**src/rtl/pwlti_pkg.sv**
```systemverilog
// Shared types, field widths and codes for the piecewise linear table interpolator.
package pwlti_pkg;

    localparam int TIME_W    = 16;
    localparam int HEIGHT_W  = 32;
    localparam int SLOT_W    = 6;
    localparam int CFG_W     = 7;
    localparam int STAT_W    = 2;
    localparam int PROD_W    = TIME_W + HEIGHT_W;
    localparam int DIV_STEPS = PROD_W;
    localparam int DCNT_W    = $clog2(DIV_STEPS);

    localparam logic [CFG_W-1:0] CFG_RESET = 7'd2;

    localparam logic REQ_LOAD  = 1'b0;
    localparam logic REQ_QUERY = 1'b1;

    localparam logic [STAT_W-1:0] ST_EXACT  = 2'd0;
    localparam logic [STAT_W-1:0] ST_INTERP = 2'd1;
    localparam logic [STAT_W-1:0] ST_RANGE  = 2'd2;
    localparam logic [STAT_W-1:0] ST_LOADED = 2'd3;

    // time table read address select
    localparam logic [1:0] T_ZERO = 2'd0;
    localparam logic [1:0] T_LAST = 2'd1;
    localparam logic [1:0] T_NEXT = 2'd2;

    // height table read address select
    localparam logic H_PICK = 1'b0;
    localparam logic H_NEXT = 1'b1;

    typedef struct packed {
        logic              cap_q;
        logic              ld_we;
        logic              cap_first;
        logic              scan_init;
        logic              scan_step;
        logic              cap_h0;
        logic              cap_dh;
        logic              mul;
        logic              div_step;
        logic              set_res;
        logic [STAT_W-1:0] res_stat;
        logic              out_load;
        logic [1:0]        t_sel;
        logic              h_sel;
    } t_dp_cmd;

    typedef struct packed {
        logic oor;
        logic hit;
        logic scan_last;
        logic div_last;
    } t_dp_stat;

endpackage

```
**src/rtl/pwlti_ctrl.sv**
```systemverilog
// Controller: sequences table reads, scan, multiply, divide and result handoff.
module pwlti_ctrl (
    input  logic                i_clk,
    input  logic                i_rst_n,
    input  logic                i_in_valid,
    output logic                o_in_ready,
    input  logic                i_req_type,
    output logic                o_out_valid,
    input  logic                i_out_ready,
    input  pwlti_pkg::t_dp_stat i_stat,
    output pwlti_pkg::t_dp_cmd  o_cmd
);
    import pwlti_pkg::*;

    localparam logic [3:0] S_IDLE = 4'd0;
    localparam logic [3:0] S_RDL  = 4'd1;
    localparam logic [3:0] S_CHK  = 4'd2;
    localparam logic [3:0] S_SCAN = 4'd3;
    localparam logic [3:0] S_DEC  = 4'd4;
    localparam logic [3:0] S_EXH  = 4'd5;
    localparam logic [3:0] S_H0   = 4'd6;
    localparam logic [3:0] S_H1   = 4'd7;
    localparam logic [3:0] S_MUL  = 4'd8;
    localparam logic [3:0] S_DIV  = 4'd9;
    localparam logic [3:0] S_FIN  = 4'd10;
    localparam logic [3:0] S_POST = 4'd11;

    logic [3:0] r_state;
    logic [3:0] n_state;
    logic       r_out_valid;
    logic       n_out_valid;
    t_dp_cmd    cmd;

    always_comb begin
        n_state     = r_state;
        n_out_valid = r_out_valid && !i_out_ready;
        cmd         = '0;
        case (r_state)
            S_IDLE: begin
                cmd.t_sel = T_ZERO;
                if (i_in_valid) begin
                    if (i_req_type == REQ_LOAD) begin
                        cmd.ld_we    = 1'b1;
                        cmd.set_res  = 1'b1;
                        cmd.res_stat = ST_LOADED;
                        n_state      = S_POST;
                    end else begin
                        cmd.cap_q = 1'b1;
                        n_state   = S_RDL;
                    end
                end
            end
            S_RDL: begin
                cmd.cap_first = 1'b1;
                cmd.t_sel     = T_LAST;
                n_state       = S_CHK;
            end
            S_CHK: begin
                if (i_stat.oor) begin
                    cmd.set_res  = 1'b1;
                    cmd.res_stat = ST_RANGE;
                    n_state      = S_POST;
                end else begin
                    cmd.scan_init = 1'b1;
                    cmd.t_sel     = T_ZERO;
                    n_state       = S_SCAN;
                end
            end
            S_SCAN: begin
                cmd.scan_step = 1'b1;
                cmd.t_sel     = T_NEXT;
                if (i_stat.scan_last) begin
                    n_state = S_DEC;
                end
            end
            S_DEC: begin
                cmd.h_sel = H_PICK;
                n_state   = i_stat.hit ? S_EXH : S_H0;
            end
            S_EXH: begin
                cmd.set_res  = 1'b1;
                cmd.res_stat = ST_EXACT;
                n_state      = S_POST;
            end
            S_H0: begin
                cmd.cap_h0 = 1'b1;
                cmd.h_sel  = H_NEXT;
                n_state    = S_H1;
            end
            S_H1: begin
                cmd.cap_dh = 1'b1;
                n_state    = S_MUL;
            end
            S_MUL: begin
                cmd.mul = 1'b1;
                n_state = S_DIV;
            end
            S_DIV: begin
                cmd.div_step = 1'b1;
                if (i_stat.div_last) begin
                    n_state = S_FIN;
                end
            end
            S_FIN: begin
                cmd.set_res  = 1'b1;
                cmd.res_stat = ST_INTERP;
                n_state      = S_POST;
            end
            S_POST: begin
                // hold until the output register is free
                if (!r_out_valid || i_out_ready) begin
                    cmd.out_load = 1'b1;
                    n_out_valid  = 1'b1;
                    n_state      = S_IDLE;
                end
            end
            default: begin
                n_state = S_IDLE;
            end
        endcase
    end

    always_ff @(posedge i_clk) begin
        if (!i_rst_n) begin
            r_state     <= S_IDLE;
            r_out_valid <= 1'b0;
        end else begin
            r_state     <= n_state;
            r_out_valid <= n_out_valid;
        end
    end

    assign o_in_ready  = (r_state == S_IDLE);
    assign o_out_valid = r_out_valid;
    assign o_cmd       = cmd;

endmodule

```
**config.mk**
```make
export PLATFORM = sky130hd
export DESIGN_NAME = pwlti_ctrl
export DESIGN_NICKNAME = d
export VERILOG_FILES = /design/src/rtl/pwlti_pkg.sv /design/src/rtl/pwlti_ctrl.sv
export SDC_FILE = /design/constraint.sdc
export NUM_CORES = 1
export LEC_CHECK = 0
export BUFFER_PORTS_ARGS = -buffer_cell sky130_fd_sc_hd__buf_4
export CORE_AREA = 2 2 39 41
export DETAILED_ROUTE_END_ITERATION = 10
export DIE_AREA = 0 0 41 43
export MAX_ROUTING_LAYER = met4
export PLACE_DENSITY_LB_ADDON = 0.3
export SYNTH_ARGS = -nofsm -noshare
export SYNTH_HDL_FRONTEND = slang
export SYNTH_SLANG_ARGS = --single-unit
```
**constraint.sdc**
```tcl
create_clock -name i_clk -period 3.16 [get_ports i_clk]
set_clock_uncertainty 0.1 [all_clocks]
set_input_delay 0.474 -clock i_clk [delete_from_list [all_inputs] [get_ports i_clk]]
set_output_delay 0.474 -clock i_clk [all_outputs]
set_load 0.01 [all_outputs]
```
==> run_results.csv, run 1 <==
group,metric,value,unit
pwr,vdd_ir_drop_max,0.000375,V
finish,num_antenna_cells,0,
detailed_routing,post-route-drc-count,0,
clock_network,clk_pin_slew,40,ps
synthesis,synth_top_area_frac,0.197,
worst_setup_path,r2r_start,"r_state[2]$_SDFFE_PN0P_",
synthesis,yosysUniqueCellTypes,29,
floorplan,core_area,1380,sq um
sta,maxSlewHeadroom,0.673,
clock_network,post_cts_resize_count,0,
finish,drive_above_1_share,0.337,
detailed_routing,wl_per_cell,10.9,um
worst_setup_path,cp-startpoint,"r_state[0]$_SDFFE_PN0P_",
clock_network,h-tree-depth,1,
worst_setup_path,reg2reg_depth,4,
worst_setup_path,required,2590,ps
synthesis,synthArstFlopShare,0,
synthesis,synthTopCellsByCount,"nor2_1, nor3_1, nand2_1",
synthesis,syn_nets,87,
pwr,combPwrFrac,0.618,
worst_setup_path,critical_path.slowest_cell,"dfxtp_1",
sta,fin_crit,2160,ps
clock_network,cts_root_buf,"clkbuf_4",
sta,fin_crit_sh,0.683,
min_path,hp-class,"input pin to register",
worst_setup_path,path_class,"register to output port",
placed_design,dpl_cell_area,681,sq um
synthesis,avgSynthCellArea,6.51,sq um
placed_design,gp_congestion,0.781,
detailed_routing,num_vias,612,
global_route,grt_pass1_wl,1990,um
clock_network,clk_latency,250,ps
clock_network,cts_buffer_depth,2,
floorplan,die_h,43,um
outcome,status,"finished clean",
placed_design,dp_hpwl,959,um
synthesis,synth_seq_cells,5,
sta,hold_violations,0,
pwr,power.density,872,nW/um^2
detailed_routing,postRouteAntennaNets,0,
placed_design,dpl_worst_slack,1140,ps
global_route,grt_usage,0.166,
synthesis,netlist_top_cells_area,"dfxtp_1, nor2_1, nor3_1, nand2b_1, buf_4",
sta,setup_ws,1000,ps
synthesis,seq_area_frac_synth,0.197,
floorplan,start_util,0.367,
floorplan,rows,14,
worst_setup_path,cp.arrival,1580,ps
clock_network,cts_tree,"built",
pwr,report.power.total,0.616,mW
global_route,grt_pass1_vias,459,
worst_setup_path,crit_path_end_kind,"output port",
worst_setup_path,max_stage_delay,620,ps
sta,setup_viol,0,
global_route,overflow,0,
worst_setup_path,crit_chain,"nand2_1 > nor2_1 > buf_4",
sta,worst_pin_slew,490,ps
pwr,switching_power,0.290,mW
clock_network,post_cts_buffers,0,
clock_network,clock_sinks,5,
synthesis,syn_inst,78,
floorplan,ioPinCount,27,
worst_setup_path,ff2ff_setup_slack,1540,ps
worst_setup_path,crit_fanout,16,
min_path,min_from,"i_rst_n",
pwr,p_clk_frac,0.122,
sta,tns,0,ps
worst_setup_path,critical_path.startpoint_type,"register",
floorplan,design.die.area,1760,sq um
synthesis,synth_area_leader_cell,"dfxtp_1",
run,drv_cap,0,
pwr,p_leak,0.335,nW
min_path,whs_path_depth,2,
placed_design,numPortBuffers,26,
detailed_routing,drtPass1Iterations,4,
synthesis,synth-edff-count,0,
synthesis,ys.flop_type,"dfxtp_1",
clock_network,ctsHoldBuffers,0,
finish,final_area,707,sq um
sta,rsz0062_at_grt,"false",
min_path,whs_endpoint,"o_out_valid$_SDFF_PN0_",
detailed_routing,viasPerCell,5.23,
finish,synthToLayoutAreaGrowth,39.2,%
finish,fin_util,0.511,
finish,nNetsFinal,111,
sta,fmax,463,MHz
synthesis,netlist_area,508,sq um
pwr,seq_power_share,0.260,
detailed_routing,drt_iter0_markers,11,
floorplan,die_w,41,um
global_route,antenna_found_initial,0,
sta,slew_viol_final,0,
pwr,netSwitchingFraction,0.470,
synthesis,synth.most_common_cell,"nor2_1",
detailed_routing,drt_wl_total,1280,um
worst_setup_path,timing.rr.end,"r_state[3]$_SDFFE_PN0P_",
global_route,grt_max_degree,17,
synthesis,synth_warnings,0,
pwr,power.internal,0.327,mW
clock_network,cts_buffers,3,
[how the worst max path moves through the flow]
stage	to	slack (ps)	cells past startpoint
2_1_floorplan	o_cmd[6]	1360	4
3_3_place_gp	o_cmd[6]	1170	6
3_5_place_dp	o_cmd[6]	1140	6
4_1_cts	o_cmd[15]	1010	4
5_1_grt	o_cmd[2]	840	3
6_report	o_cmd[2]	1000	3
[kinds of logic (layout without fill, tap and decap cells)]
| group | after synthesis | after routing | share of synthesized area |
|---|---|---|---|
| buffers and inverters | 10 | 33 | 0.106 |
| DFF | 5 | 5 | 0.197 |
| muxes | 2 | 2 | 0.0394 |
| AOI/OAI and AO/OA | 19 | 19 | 0.256 |
| and+or+nand+nor | 42 | 42 | 0.401 |
[power groups by stage]
stage / Sequential [mW] / Clock, mW / Combinational (mW)
floorplan: 0.108 / 0 / 0.309
global placement: 0.160 / 0 / 0.381
detailed placement: 0.159 / 0 / 0.383
CTS: 0.157 / 0.0786 / 0.385
global route: 0.171 / 0.0822 / 0.420
finish: 0.160 / 0.0754 / 0.381
[area by class of cell]
class	count	area, sq um
flip-flops and latches	5	100
clock buffers	4	26.3
inverters	3	11.3
fillers	139	677
well taps	16	20.0
repair buffers	26	195
multi-input cells	63	354
[cell usage in the layout, fill, tap and decap left out, types with 2 or more instances in the layout]
| cell | netlist | layout |
|---|---|---|
| nand2_1 | 6 | 6 |
| mux2i_1 | 2 | 2 |
| nor2_1 | 15 | 15 |
| nand2b_1 | 4 | 4 |
| a211o_1 | 2 | 2 |
| a21oi_1 | 4 | 4 |
| dfxtp_1 | 5 | 5 |
| nor3_1 | 9 | 9 |
| o21ai_0 | 3 | 3 |
| a31oi_1 | 2 | 2 |
| buf_4 | 3 | 26 |
| o21a_1 | 2 | 2 |
| clkbuf_4 | 0 | 3 |
| inv_1 | 2 | 2 |
[metal layers]
metal | GRT usage | share of wire | vias up
met5 | - | 0 | -
met4 | 0.0400 | 0 | 0
met3 | 0.0628 | 0.060 | 0
met2 | 0.225 | 0.47 | 15
met1 | 0.228 | 0.47 | 276
li1 | - | - | 321
[critical path, delay by kind of cell (launching register included)]
kind	cells	cell delay (ps)
flip-flops	1	620
AND/OR/NAND/NOR	2	560
buffers and inverters	1	160
[metrics by stage]
step / instances / hold WS, ps
2_1_floorplan: 78 / 472
3_3_place_gp: 113 / 558
3_5_place_dp: 113 / 557
4_1_cts: 117 / 361
5_1_grt: 117 / 380
6_report: 117 / 366
[registers in the layout, indices dropped and copies added (netlist names)]
register and cells:
o_out_valid 1, r_state 4
No activity file was read; power rests on OpenSTA's default activity.
==> run 2: changes to the inputs <==
==> constraint.sdc (replaced) <==
create_clock -name i_clk -period 2.1 [get_ports i_clk]
set_clock_uncertainty 0.1 [all_clocks]
set_input_delay 0.315 -clock i_clk [delete_from_list [all_inputs] [get_ports i_clk]]
set_output_delay 0.315 -clock i_clk [all_outputs]
set_load 0.01 [all_outputs]
==> run 2 against run 1 <==
Against the previous run: highest routed layer is now met4; clock power rose by 43%; register-to-register slack got worse by 1000 ps; core utilization increased by 1.1 points; critical path depth rose by 1; sequential power up 40%; die area did not move; sequential share of layout area decreased by 0.29 points; power is 54% higher; sequential cell count did not move; hold slack got worse by 160 ps; design area is 2.1% higher; global-route usage grew 2.0 points; critical endpoint is now o_cmd[15].
==> run_results.csv, run 2 (synthesis results as in run 1) <==
group,metric,value,unit
worst_setup_path,cp.arrival,1550,ps
worst_setup_path,reg2reg_depth,5,
clock_network,post_cts_resize_count,0,
worst_setup_path,path_class,"register to output port",
clock_network,clk_latency,240,ps
finish,fin_util,0.522,
sta,worst_pin_slew,475,ps
pwr,switching_power,0.442,mW
pwr,combPwrFrac,0.650,
detailed_routing,drt_wl_total,1370,um
sta,hold_violations,0,
floorplan,die_h,43,um
floorplan,start_util,0.367,
clock_network,post_cts_buffers,0,
worst_setup_path,required,1680,ps
finish,num_antenna_cells,0,
clock_network,cts_tree,"built",
pwr,vdd_ir_drop_max,0.000810,V
clock_network,clock_sinks,5,
sta,fmax,508,MHz
detailed_routing,num_vias,639,
placed_design,dpl_cell_area,696,sq um
clock_network,h-tree-depth,1,
placed_design,dp_hpwl,1060,um
global_route,grt_pass1_vias,503,
clock_network,clk_pin_slew,40,ps
floorplan,core_area,1380,sq um
worst_setup_path,critical_path.startpoint_type,"register",
finish,nNetsFinal,113,
min_path,hp-class,"input pin to register",
sta,hold_ws,211,ps
finish,final_cell_mix,"buf_4, nor2_1, nor3_1",
detailed_routing,drt_iter0_markers,15,
global_route,grt_pass1_wl,2190,um
finish,synthToLayoutAreaGrowth,42.1,%
sta,maxSlewHeadroom,0.683,
detailed_routing,viasPerCell,5.37,
pwr,seq_power_share,0.236,
finish,final_area,722,sq um
global_route,overflow,0,
worst_setup_path,crit_fanout,16,
sta,slew_viol_final,0,
floorplan,design.die.area,1760,sq um
detailed_routing,post-route-drc-count,0,
min_path,whs_path_depth,2,
detailed_routing,drtPass1Iterations,4,
finish,top_register,"r_state",
clock_network,cts_buffer_depth,2,
placed_design,dpl_worst_slack,404,ps
placed_design,numPortBuffers,26,
floorplan,die_w,41,um
pwr,power.internal,0.506,mW
finish,drive_above_1_share,0.350,
global_route,antenna_found_initial,0,
floorplan,rows,14,
sta,tns,0,ps
finish,layout_commonest_cell,"buf_4",
outcome,status,"finished clean",
finish,largest_register_ff_count,4,
placed_design,gp_congestion,0.802,
pwr,p_clk_frac,0.114,
sta,setup_ws,131,ps
clock_network,cts_root_buf,"clkbuf_4",
sta,fin_crit_sh,0.937,
clock_network,ctsHoldBuffers,0,
pwr,p_leak,0.345,nW
worst_setup_path,crit_path_end_kind,"output port",
pwr,power.density,1310,nW/um^2
pwr,netSwitchingFraction,0.466,
run,drv_cap,0,
detailed_routing,postRouteAntennaNets,0,
global_route,grt_max_degree,17,
global_route,grt_usage,0.185,
detailed_routing,wl_per_cell,11.5,um
sta,fin_crit,1970,ps
sta,setup_viol,0,
clock_network,cts_buffers,3,
sta,rsz0062_at_grt,"false",
floorplan,ioPinCount,27,
run 2: changes by cell type in the layout (fill, tap and decap cells not counted), sizes merged:
cell	before	now
buf	26	28
run 2: path summary, 6_finish.rpt:
| path | start | slack (ps) | endpoint |
|---|---|---|---|
| setup / recovery | r_state[3]$_SDFFE_PN0P_ | 130 | o_cmd[15] |
| hold / removal | i_rst_n | 210 | o_out_valid$_SDFF_PN0_ |
| setup reg to reg | r_state[0]$_SDFFE_PN0P_ | 510 | r_state[0]$_SDFFE_PN0P_ |
| hold reg to reg | o_out_valid$_SDFF_PN0_ | 560 | o_out_valid$_SDFF_PN0_ |
run 2: layer usage:
metal	wire length, um	part of all wire	GRT usage
met2	665	0.48	0.253
met3	71	0.052	0.0785
met5	0	0	-
met1	625	0.46	0.261
met4	11	0.0080	0.0200
run 2: critical path: stages (launching register included):
cell and delay [ps]:
dfxtp_1 610, or2_1 300, nor2_1 90, and3_1 180
buf_4 140
run 2: layout make-up:
cell class	instances	area [sq um]
Clock buffer	4	26.3
Fill cell	139	662
Inverter	3	11.3
Multi-Input combinational cell	63	354
Sequential cell	5	100
Tap cell	16	20.0
Timing Repair Buffer	28	210
run 2: per-stage QoR:
step	total power, mW	std cells
global placement	0.838	115
CTS	0.951	119
floorplan	0.627	78
global route	1.04	119
finish	0.949	119
detailed placement	0.839	115
run 2: power by group through the flow:
stage	combinational, mW	sequential (mW)	clock (mW)
final	0.617	0.224	0.108
after global placement	0.617	0.221	0
after detailed placement	0.618	0.221	0
after global routing	0.683	0.236	0.117
after floorplan	0.465	0.162	0
after CTS	0.620	0.219	0.112
==> run 3: changes to the inputs <==
--- a/config.mk
+++ b/config.mk
@@ -11,6 +11,7 @@
 export DIE_AREA = 0 0 41 43
 export MAX_ROUTING_LAYER = met4
 export PLACE_DENSITY_LB_ADDON = 0.3
+export SLEW_MARGIN = 20
 export SYNTH_ARGS = -nofsm -noshare
 export SYNTH_HDL_FRONTEND = slang
 export SYNTH_SLANG_ARGS = --single-unit
==> constraint.sdc (replaced) <==
create_clock -name i_clk -period 2.1 [get_ports i_clk]
set_clock_uncertainty 0.1 [all_clocks]
set_input_delay 0.105 -clock i_clk [delete_from_list [all_inputs] [get_ports i_clk]]
set_output_delay 0.105 -clock i_clk [all_outputs]
set_load 0.01 [all_outputs]
==> run 3 against run 2 <==
Against the previous run: routed wire length decreased by 0.73%; non-clock buffer count decreased by 1; die area unchanged; fmax increased by 8.8%; critical path type unchanged; largest cell class unchanged; first-iteration DRC count decreased by 33%; clock power about the same; largest power group unchanged; hold slack got worse by 90 ps.
==> run_results.csv, run 3 (synthesis results as in run 1) <==
group,metric,value,unit
outcome,status,"finished clean",
placed_design,dp_hpwl,1040,um
clock_network,cts_buffers,3,
floorplan,die_h,43,um
clock_network,clock_sinks,5,
pwr,p_clk_frac,0.118,
sta,fmax,553,MHz
worst_setup_path,crit_chain,"or2_1 > nor2_1 > and3_1 > buf_4",
pwr,seq_power_share,0.260,
worst_setup_path,crit_path_end_kind,"output port",
clock_network,clk_pin_slew,40,ps
finish,final_cell_mix,"buf_4, nor2_1, nor3_1",
pwr,netSwitchingFraction,0.473,
worst_setup_path,crit_buf_inv,1,
finish,drive_above_1_share,0.333,
worst_setup_path,cp_top_family,"flip-flops",
clock_network,h-tree-depth,1,
pwr,combPwrFrac,0.622,
worst_setup_path,critical_path.slowest_cell,"dfxtp_1",
sta,fin_crit,1810,ps
worst_setup_path,critical_path.startpoint_type,"register",
finish,num_antenna_cells,0,
sta,fin_crit_sh,0.862,
sta,slew_viol_final,0,
pwr,p_leak,0.339,nW
min_path,hp-class,"input pin to register",
detailed_routing,post-route-drc-count,0,
detailed_routing,drtPass1Iterations,4,
clock_network,cts_root_buf,"clkbuf_4",
floorplan,core_area,1380,sq um
sta,setup_viol,0,
finish,top_register,"r_state",
worst_setup_path,path_class,"register to output port",
floorplan,die_w,41,um
clock_network,post_cts_resize_count,0,
clock_network,cts_tree,"built",
worst_setup_path,crit_fanout,16,
detailed_routing,wl_per_cell,11.6,um
detailed_routing,viasPerCell,5.20,
global_route,antenna_found_initial,0,
detailed_routing,postRouteAntennaNets,0,
global_route,overflow,0,
pwr,power.internal,0.493,mW
clock_network,cts_buffer_depth,2,
sta,worst_pin_slew,499,ps
finish,nNetsFinal,112,
floorplan,ioPinCount,27,
clock_network,clk_latency,240,ps
pwr,switching_power,0.442,mW
floorplan,rows,14,
detailed_routing,num_vias,614,
global_route,grt_pass1_vias,503,
global_route,grt_max_degree,17,
pwr,vdd_ir_drop_max,0.000564,V
global_route,grt_pass1_wl,2030,um
finish,synthToLayoutAreaGrowth,41.1,%
worst_setup_path,cp.arrival,1600,ps
global_route,grt_usage,0.168,
finish,layout_commonest_cell,"buf_4",
finish,largest_register_ff_count,4,
pwr,power.density,1300,nW/um^2
detailed_routing,drt_wl_total,1360,um
worst_setup_path,required,1890,ps
placed_design,gp_congestion,0.823,
finish,stdcell_count,118,
pwr,report.power.total,0.935,mW
placed_design,dp.cells,113,
run,drv_cap,0,
sta,maxSlewHeadroom,0.667,
sta,hold_violations,0,
floorplan,design.die.area,1760,sq um
finish,fill_cells,139,
placed_design,numPortBuffers,26,
detailed_routing,drt_iter0_markers,10,
sta,tns,0,ps
sta,rsz0062_at_grt,"false",
floorplan,start_util,0.367,
worst_setup_path,max_stage_delay,620,ps
run 3: cell count changes in the layout (fill, tap and decap cells not counted), sizes merged:
cell / delta
dlygate4sd3: +1
buf: -2
run 3: tightest hold or removal path, cell delays in order:
cell and delay, ps:
buf_4 80, nor2b_1 60, o21a_1 180
run 3: path summary, 6_finish.rpt:
path | start | endpoint | slack [ps] | cells past startpoint
setup / recovery | r_state[3]$_SDFFE_PN0P_ | o_cmd[15] | 290 | 4
hold / removal | i_out_ready | o_out_valid$_SDFF_PN0_ | 120 | 3
setup reg to reg | r_state[3]$_SDFFE_PN0P_ | r_state[3]$_SDFFE_PN0P_ | 490 | 4
hold reg to reg | r_state[0]$_SDFFE_PN0P_ | r_state[0]$_SDFFE_PN0P_ | 570 | 2
run 3: cell type report:
class,count,area [sq um],share of cell area
multi-input combinational,63,354,0.494
clock buffer,4,26.3,0.0366
inverter,3,11.3,0.0157
timing repair buffer,27,205,0.286
tap,16,20.0,0.0279
sequential,5,100,0.140
run 3: power by group through the flow:
| stage | clock [mW] | sequential, mW | combinational [mW] |
|---|---|---|---|
| 6_report | 0.110 | 0.243 | 0.582 |
| 5_1_grt | 0.119 | 0.251 | 0.645 |
| 4_1_cts | 0.115 | 0.238 | 0.587 |
| 3_5_place_dp | 0 | 0.241 | 0.583 |
| 3_3_place_gp | 0 | 0.240 | 0.579 |
| 2_1_floorplan | 0 | 0.162 | 0.465 |
run 3: repair_timing:
item / in CTS / in global routing
hold endpoints to repair: 1 / 0
setup buffers: 0 / 0
hold buffers: 1 / 0
run 3: metrics by stage:
stage	hold WS (ps)	utilization	cell area (sq um)	setup slack, ps
2_1_floorplan	123	-	508	750
3_3_place_gp	247	0.492	681	512
3_5_place_dp	247	0.492	681	502
4_1_cts	116	0.518	717	299
5_1_grt	135	0.518	717	201
6_report	120	0.518	717	290
run 3: metal layers:
metal	routed length [um]	GRT usage	vias to the layer above	share of wire
li1	-	-	320	-
met1	610	0.203	276	0.45
met2	661	0.250	18	0.48
met3	92	0.0733	0	0.067
met4	0	0.0400	0	0
met5	0	-	-	0
